### config.mk
export PLATFORM = sky130hd
export DESIGN_NAME = fpgt_fuzzify
export DESIGN_NICKNAME = d
export VERILOG_FILES = /design/src/sv/fpgt_pkg.sv /design/src/sv/fpgt_fuzzify.sv
export SDC_FILE = /design/constraint.sdc
export NUM_CORES = 1
export LEC_CHECK = 0
export BUFFER_PORTS_ARGS = -buffer_cell sky130_fd_sc_hd__buf_2
export CAP_MARGIN = 20
export CORE_MARGIN = 5
export CORE_UTILIZATION = 43
export DETAILED_ROUTE_END_ITERATION = 8
export PLACE_DENSITY_LB_ADDON = 0.25
export SYNTH_ARGS = -nofsm -noshare
export SYNTH_HDL_FRONTEND = slang
export SYNTH_SLANG_ARGS = --single-unit
export TNS_END_PERCENT = 30
### constraint.sdc
create_clock -name vclk -period 2.2
set_input_delay 0.11 -clock vclk [all_inputs]
set_output_delay 0.11 -clock vclk [all_outputs]
set_load 0.05 [all_outputs]
### src/sv/fpgt_pkg.sv
// shared types, rule tables and defuzzification constants for the fuzzy gain tuner
package fpgt_pkg;

    localparam int SampleWidthDef = 16;
    localparam int GradeWidth     = 14;
    localparam int LabelWidth     = 3;
    localparam int NumLabels      = 7;
    localparam int NumWidth       = 18;
    localparam int OneGrade       = 8192;
    localparam int Unit           = 4096;

    typedef logic [GradeWidth-1:0]  t_grade;
    typedef t_grade [NumLabels-1:0] t_grades;
    typedef logic [LabelWidth-1:0]  t_label;

    typedef struct packed {
        logic [15:0] delta_kd;
        logic [15:0] delta_ki;
        logic [15:0] delta_kp;
    } t_result;

    typedef logic [2:0] t_tab [0:6][0:6];

    localparam t_tab TabKp = '{
        '{3'd6,3'd6,3'd5,3'd5,3'd4,3'd4,3'd3},
        '{3'd6,3'd6,3'd5,3'd5,3'd4,3'd3,3'd3},
        '{3'd5,3'd5,3'd4,3'd4,3'd3,3'd2,3'd1},
        '{3'd5,3'd4,3'd4,3'd3,3'd2,3'd1,3'd1},
        '{3'd4,3'd4,3'd3,3'd2,3'd2,3'd1,3'd1},
        '{3'd3,3'd3,3'd2,3'd1,3'd1,3'd1,3'd0},
        '{3'd3,3'd2,3'd2,3'd1,3'd1,3'd0,3'd0}};

    localparam t_tab TabKi = '{
        '{3'd6,3'd4,3'd4,3'd3,3'd4,3'd5,3'd5},
        '{3'd6,3'd4,3'd4,3'd3,3'd4,3'd5,3'd5},
        '{3'd6,3'd5,3'd5,3'd3,3'd2,3'd4,3'd5},
        '{3'd6,3'd5,3'd5,3'd3,3'd2,3'd4,3'd5},
        '{3'd6,3'd6,3'd5,3'd3,3'd2,3'd2,3'd5},
        '{3'd6,3'd6,3'd6,3'd3,3'd1,3'd2,3'd4},
        '{3'd6,3'd6,3'd6,3'd3,3'd1,3'd2,3'd4}};

    localparam t_tab TabKd = '{
        '{3'd4,3'd4,3'd3,3'd3,3'd3,3'd6,3'd6},
        '{3'd2,3'd2,3'd2,3'd2,3'd3,3'd2,3'd5},
        '{3'd0,3'd0,3'd1,3'd2,3'd3,3'd4,3'd5},
        '{3'd0,3'd1,3'd1,3'd2,3'd3,3'd4,3'd5},
        '{3'd0,3'd1,3'd1,3'd2,3'd3,3'd4,3'd4},
        '{3'd1,3'd2,3'd2,3'd2,3'd3,3'd4,3'd4},
        '{3'd4,3'd3,3'd3,3'd3,3'd3,3'd6,3'd6}};

    // n = 8192*p + q*g, signed, fits 18 bits
    function automatic logic signed [NumWidth-1:0] line_num(t_label lbl, t_grade g);
        logic signed [NumWidth-1:0] gs;
        logic signed [NumWidth-1:0] n;
        gs = NumWidth'(signed'({1'b0, g}));
        case (lbl)
            3'd0:    n = -NumWidth'(signed'(17'sd16384)) - (gs <<< 2);
            3'd1:    n = -NumWidth'(signed'(17'sd24576)) - gs;
            3'd2:    n = -NumWidth'(signed'(17'sd16384));
            3'd3:    n = '0;
            3'd4:    n = NumWidth'(signed'(17'sd16384));
            3'd5:    n = NumWidth'(signed'(17'sd24576)) + gs;
            3'd6:    n = NumWidth'(signed'(17'sd16384)) + (gs <<< 2);
            default: n = '0;
        endcase
        return n;
    endfunction

endpackage

### src/sv/fpgt_fuzzify.sv
// fuzzifier: saturates one sample and forms its seven membership grades
module fpgt_fuzzify
    import fpgt_pkg::*;
#(
    parameter int SAMPLE_WIDTH = SampleWidthDef
) (
    input  logic [SAMPLE_WIDTH-1:0] i_x,
    output t_grades                 o_g
);

    logic signed [16:0] x;

    always_comb begin
        if (SAMPLE_WIDTH > 16) begin
            if ($signed(i_x) > $signed(SAMPLE_WIDTH'(32767)))
                x = 17'sd32767;
            else if ($signed(i_x) < -$signed(SAMPLE_WIDTH'(32768)))
                x = -17'sd32768;
            else
                x = 17'(signed'(i_x));
        end else begin
            x = 17'(signed'(i_x));
        end
    end

    // grade = 2*(x - a)/(b - a); spans are 1, 2 or 3 units
    function automatic t_grade rise(logic signed [16:0] xv, int a, int span);
        logic [19:0] d;
        logic [19:0] q;
        d = 20'(xv - 17'(a * Unit)) << 1;
        if (span == 1)      q = d;
        else if (span == 2) q = d >> 1;
        else                q = 20'((d * 20'd43691) >> 17);
        return GradeWidth'(q);
    endfunction

    function automatic t_grade fall(logic signed [16:0] xv, int c, int span);
        logic [19:0] d;
        logic [19:0] q;
        d = 20'(17'(c * Unit) - xv) << 1;
        if (span == 1)      q = d;
        else if (span == 2) q = d >> 1;
        else                q = 20'((d * 20'd43691) >> 17);
        return GradeWidth'(q);
    endfunction

    function automatic t_grade tri_grade(logic signed [16:0] xv, int a, int b, int c);
        if (xv <= 17'(a * Unit))      return '0;
        else if (xv <= 17'(b * Unit)) return rise(xv, a, b - a);
        else if (xv <= 17'(c * Unit)) return fall(xv, c, c - b);
        return '0;
    endfunction

    always_comb begin
        if (x <= -17'sd12288)     o_g[0] = GradeWidth'(OneGrade);
        else if (x <= -17'sd4096) o_g[0] = fall(x, -1, 2);
        else                      o_g[0] = '0;
        o_g[1] = tri_grade(x, -3, -2, 0);
        o_g[2] = tri_grade(x, -3, -1, 1);
        o_g[3] = tri_grade(x, -2, 0, 2);
        o_g[4] = tri_grade(x, -1, 1, 3);
        o_g[5] = tri_grade(x, 0, 2, 3);
        if (x <= 17'sd4096)       o_g[6] = '0;
        else if (x <= 17'sd12288) o_g[6] = rise(x, 1, 2);
        else                      o_g[6] = GradeWidth'(OneGrade);
    end

endmodule

==> flow_summary_export.csv, run 1 <==
group,metric,value,unit
place,hpwl,9.61,mm
global_route,grt_max_degree,17,
floorplanning,die_h,78.3,um
run_status,status,"stopped before the end",
place,io_buffer_count,114,
run_status,stop_error,"[ERROR DPL-0038] Utilization greater than 100%, impossible to legalize",
yosys,synth_area_leaders,"nor2_1, nand2_1, a21oi_1, a22oi_1, xnor2_1",
yosys,synth_top_area_cell,"nor2_1",
cts,ctsHoldBuffers,0,
yosys,yosysUniqueCellTypes,58,
place,gp_congestion,1.03,
yosys,synth_area,0.00201,mm^2
sta,grt-worst-endpoint,"o_g[20]",
yosys,ys_seq_area_share,0,%
floorplanning,io_pins,114,
floorplanning,rows,24,
yosys,yosysTopAreaCellShare,9.91,%
run_status,stop_stage,"global routing (5_1_grt)",
yosys,syn_avg_cell_area,5.75,um^2
yosys,yosys_warnings,0,
yosys,synthCells,349,
sta,worst-ep-kind,"output port",
yosys,syn_nets,370,
floorplanning,start_util,45.2,%
floorplanning,die_w,78.3,um
-- repair_timing --
item | CTS
setup buffers | 1
endpoints found under the setup margin | 64
pin swaps | 2
resized for setup | 50
cloned | 0
-- synth_stat cells, drive strengths merged (4+ instances only) --
library cell	n
nand2	55
nor2	55
a21oi	36
clkbuf	19
inv	19
a22oi	18
buf	18
nor3	17
o21ai	17
xnor2	11
and2	10
or3	10
nand3	9
a311oi	5
ha	5
a31oi	4
-- kinds of logic after synthesis --
kind of cell | count (synthesis) | synth area share [%]
XOR/XNOR | 14 | 6.11
adder cells (fa/ha/maj) | 5 | 3.12
AND/OR/NAND/NOR | 170 | 42.7
AO/OA/AOI/OAI | 104 | 34.1
buffers and inverters | 56 | 13.9
-- metrics by stage --
step	hold slack [ps]	setup WS, ps	cell area (um^2)	cells
4_1_cts	621	-33.0	4240	572
2_1_floorplan	407	-128	2970	349
3_5_place_dp	624	-172	4080	571
3_3_place_gp	624	-86.6	4080	571
==> run 2: changes to the inputs <==
--- a/config.mk
+++ b/config.mk
@@ -8,9 +8,9 @@
 export BUFFER_PORTS_ARGS = -buffer_cell sky130_fd_sc_hd__buf_2
 export CAP_MARGIN = 20
 export CORE_MARGIN = 5
-export CORE_UTILIZATION = 43
+export CORE_UTILIZATION = 30
 export DETAILED_ROUTE_END_ITERATION = 8
-export PLACE_DENSITY_LB_ADDON = 0.25
+export PLACE_DENSITY_LB_ADDON = 0.15
 export SYNTH_ARGS = -nofsm -noshare
 export SYNTH_HDL_FRONTEND = slang
 export SYNTH_SLANG_ARGS = --single-unit
==> constraint.sdc (replaced) <==
create_clock -name vclk -period 2.86
set_input_delay 0.143 -clock vclk [all_inputs]
set_output_delay 0.143 -clock vclk [all_outputs]
set_load 0.05 [all_outputs]
==> flow_summary_export.csv, run 2 <==
group,metric,value,unit
run_status,status,"finished clean",
yosys,synthCells,349,
global_route,grt_pass1_vias,2932,
critical_path,critPathKind,"input port to output pin",
sta,hold_viol,0,
floorplanning,die_w,91.8,um
sta,finalSetupViolCount,0,
yosys,synth_top_area_cell,"nor2_1",
yosys,syn_nets,370,
place,hpwl,7.52,mm
yosys,synth_area,0.00201,mm^2
place,io_buffer_count,114,
route,wl_per_cell,18.2,um
place,gp_congestion,0.984,
sta,slew_headroom,52.5,%
cts,cts_resized,0,
global_route,grt_pass1_wl,15.5,mm
global_route,antenna_found_initial,0,
global_route,grt_max_degree,30,
sta,fin_setup_tns,0,ps
critical_path,critPathLaunchType,"input port",
min_path,hp-class,"input port to output pin",
global_route,grtUsageTotal,22.0,%
sta,worst_pin_slew,708,ps
finish,final_common_cell,"buf_2",
floorplanning,rows,29,
finish,area_delta_synth_final,38.1,%
sta,min_period,2660,ps
critical_path,crit_family,"simple AND/OR/NAND/NOR gates",
yosys,ys_seq_area_share,0,%
finish,seq_cell_count,0,
floorplanning,dieArea,0.00843,mm^2
critical_path,slowest_delay,660,ps
yosys,syn_avg_cell_area,5.75,um^2
finish,antenna_cells,0,
route,viasPerCell,5.65,
yosys,synth_area_leaders,"nor2_1, nand2_1, a21oi_1, a22oi_1, xnor2_1",
yosys,yosysUniqueCellTypes,58,
route,drtIter0Drc,197,
floorplanning,die_h,91.8,um
yosys,synth.most_common_cell,"nor2_1",
route,wl,9.81,mm
power_and_ir_drop,p_leak,1.43,nW
route,vias,3040,
power_and_ir_drop,peakVddDrop,0.109,mV
route,firstDrtPassIters,4,
yosys,yosysTopAreaCellShare,9.91,%
min_path,min-delay-start,"i_x[0]",
yosys,yosys_warnings,0,
finish,stdcell_area,0.00277,mm^2
flow_run,cap_violations,0,
floorplanning,io_pins,114,
finish,drive_gt1_share,37.7,%
sta,final_max_slew_viol_count,0,
cts,ctsHoldBuffers,0,
critical_path,crit_buf_inv,3,
floorplanning,start_util,31.3,%
sta,period_share,93.0,%
finish,regArea,0,um^2
place,dpl-instance-area,0.00277,mm^2
finish,nets,484,
finish,stdcell_count,538,
critical_path,crit_chain,"buf_2, inv_1, ha_1, or4b_2, nor2_1, nand2_1, xor2_1, nand2_1, a21oi_2, buf_2",
floorplanning,design.core.area,0.00642,mm^2
critical_path,critPathMaxFanout,6,
critical_path,cp_slowest_cell,"or4b_2",
critical_path,cp.required,2720,ps
critical_path,crit_start,"i_x[0]",
route,remaining_drc_errors,0,
critical_path,arrival,2520,ps
cts,cts_post_setup_buffers_inserted,0,
route,ant_nets,0,
finish,nClkBuffers,0,
place,placedCellCount,538,
power_and_ir_drop,powerDensity,258,mW/mm^2
sta,rsz0062_at_grt,"false",
finish,final_cell_mix,"buf_2, nor2_1, nand2_1",
sta,fmax,376,MHz
global_route,grt-ovfl-total,0,
yosys,synth_common_cells,"nor2_1, nand2_1, a21oi_1",
critical_path,crit_path_end_kind,"output pin",
[run 2: cell counts after synthesis]
Identical to the previous run, type by type.
[run 2: cell type report]
type	instances	area [um^2]
fillers	739	3650
inverters	19	71.3
multi-input cells	293	1760
well taps	77	96.3
repair buffers	149	846
[run 2: per-layer routing]
metal	track usage (%)	routed length, um	vias to the layer above
met2	36.9	4570	166
met5	0	0	-
met4	4.70	126	0
met3	3.36	912	10
met1	29.7	4200	1421
li1	-	-	1443
[run 2: kinds of logic after synthesis]
kind of cell / share of synthesized area, %
fa+ha+maj: 3.12
buf+inv: 13.9
compound gates: 34.1
simple gates: 42.7
xor+xnor: 6.11
[run 2: worst paths after layout]
path	endpoint	slack (ps)	depth (start not counted)
hold / removal	o_g[15]	750	4
setup / recovery	o_g[24]	200	10
[run 2: worst min-delay path, delay by kind of cell]
kind | cells | cell delay [ps]
AND/OR/NAND/NOR | 1 | 60
AO/OA/AOI/OAI | 1 | 60
buffers and inverters | 2 | 340
[run 2: per-stage QoR]
stage               hold slack [ps]  power [mW]  util [%]  setup WS (ps)
floorplan                       529       0.525         -           -289
detailed placement              747       0.710      43.1            219
global placement                740       0.709      43.1            253
global route                    776       0.756      43.2           16.7
finish                          752       0.714      43.2            200
CTS                             747       0.712      43.1            211
[run 2: where the power goes]
group	switching (mW)	total, mW	internal, mW
logic	0.533	0.714	0.182
registers	0	0	0
clock network	0	0	0
total	0.533	0.714	0.182
Note: power is estimated with default switching activity, not from simulation.
==> run 3: changes to the inputs <==
==> constraint.sdc (replaced) <==
create_clock -name vclk -period 2.9
set_input_delay 0.145 -clock vclk [all_inputs]
set_output_delay 0.145 -clock vclk [all_outputs]
set_load 0.05 [all_outputs]
==> flow_summary_export.csv, run 3 (synthesized netlist as in run 2, its figures left out) <==
group,metric,value,unit
power_and_ir_drop,seqPwrFrac,0,%
finish,final_common_cell,"buf_2",
flow_run,cap_violations,0,
sta,min_period,2700,ps
global_route,grt_max_degree,30,
route,remaining_drc_errors,0,
critical_path,crit_path_end_kind,"output pin",
place,hpwl,7.40,mm
critical_path,cp.required,2760,ps
sta,fmax,371,MHz
sta,period_share,92.9,%
route,viasPerCell,5.50,
global_route,grt_pass1_vias,2858,
floorplanning,design.core.area,0.00642,mm^2
power_and_ir_drop,p_leak,1.41,nW
power_and_ir_drop,clockPowerShare,0,%
finish,final_cell_mix,"buf_2, nor2_1, nand2_1",
finish,final_core_utilization,42.5,%
critical_path,critPathKind,"input port to output pin",
sta,hold_viol,0,
floorplanning,dieArea,0.00843,mm^2
route,ant_nets,0,
power_and_ir_drop,peakVddDrop,0.102,mV
route,wl,9.67,mm
route,drtIter0Drc,194,
run_status,status,"finished clean",
min_path,hp-class,"input port to output pin",
critical_path,critPathMaxFanout,9,
finish,area_delta_synth_final,36.1,%
place,io_buffer_count,114,
sta,rsz0062_at_grt,"false",
power_and_ir_drop,finalPower,696,uW
critical_path,arrival,2550,ps
sta,worst_pin_slew,795,ps
global_route,antenna_found_initial,0,
global_route,grt_pass1_wl,15.2,mm
sta,finalSetupViolCount,0,
critical_path,critPathLaunchType,"input port",
finish,drive_gt1_share,37.2,%
finish,nClkBuffers,0,
power_and_ir_drop,powerDensity,255,mW/mm^2
floorplanning,die_h,91.8,um
sta,fin_setup_tns,0,ps
power_and_ir_drop,intPower,172,uW
global_route,grt-ovfl-total,0,
power_and_ir_drop,p_comb_share,100.0,%
route,vias,2937,
power_and_ir_drop,swShare,75.3,%
power_and_ir_drop,switching_power,524,uW
sta,final_max_slew_viol_count,0,
floorplanning,io_pins,114,
floorplanning,start_util,31.3,%
route,firstDrtPassIters,4,
finish,nets,480,
sta,slew_headroom,46.7,%
finish,regArea,0,um^2
floorplanning,rows,29,
place,gp_congestion,0.898,
finish,seq_cell_count,0,
min_path,min_path_cells,4,
floorplanning,die_w,91.8,um
route,wl_per_cell,18.1,um
finish,antenna_cells,0,
global_route,grtUsageTotal,21.5,%
[run 3: power groups by stage]
stage,combinational [mW],sequential [mW],clock [mW]
floorplan,0.517,0,0
global placement,0.691,0,0
detailed placement,0.690,0,0
CTS,0.692,0,0
global route,0.737,0,0
finish,0.696,0,0
[run 3: worst max-delay path, stage by stage]
cell      delay (ps)
buf_2            140
inv_1            160
ha_1             220
nor4b_4          360
nand3_1          170
a21o_2           360
nor2_4           150
buf_4            170
a21oi_1           80
a311oi_1         270
buf_2            320
[run 3: per-stage QoR]
step	worst slack (ps)	area, um^2	hold WS [ps]	instances
6_report	205	2730	749	534
5_1_grt	28.3	2730	768	534
4_1_cts	187	2720	747	534
3_5_place_dp	183	2720	745	534
3_3_place_gp	213	2720	744	534
2_1_floorplan	-253	2030	533	349
[run 3: path summary, 6_finish.rpt]
path,start,endpoint,slack [ps]
worst min-delay path,i_x[0],o_g[14],750
worst max-delay path,i_x[0],o_g[65],200
[run 3: per-layer routing]
| metal | vias to the layer above | share of wire, % | global-route usage, % |
|---|---|---|---|
| met5 | - | 0 | 0 |
| met4 | 0 | 0.81 | 1.86 |
| met3 | 9 | 8.0 | 3.60 |
| met2 | 130 | 47 | 37.7 |
| met1 | 1359 | 44 | 28.8 |
| li1 | 1439 | - | - |
[run 3: cell type report]
class	instances	area, um^2
Fill cell	748	3690
Multi-Input combinational cell	293	1760
Timing Repair Buffer	145	803
Tap cell	77	96.3
Inverter	19	71.3
[run 3: repair_timing]
action,in CTS,in global routing
endpoints found under the hold margin,0,0
hold buffers,0,0
setup buffers,0,0
resized for setup,0,3
setup endpoints to repair,0,21
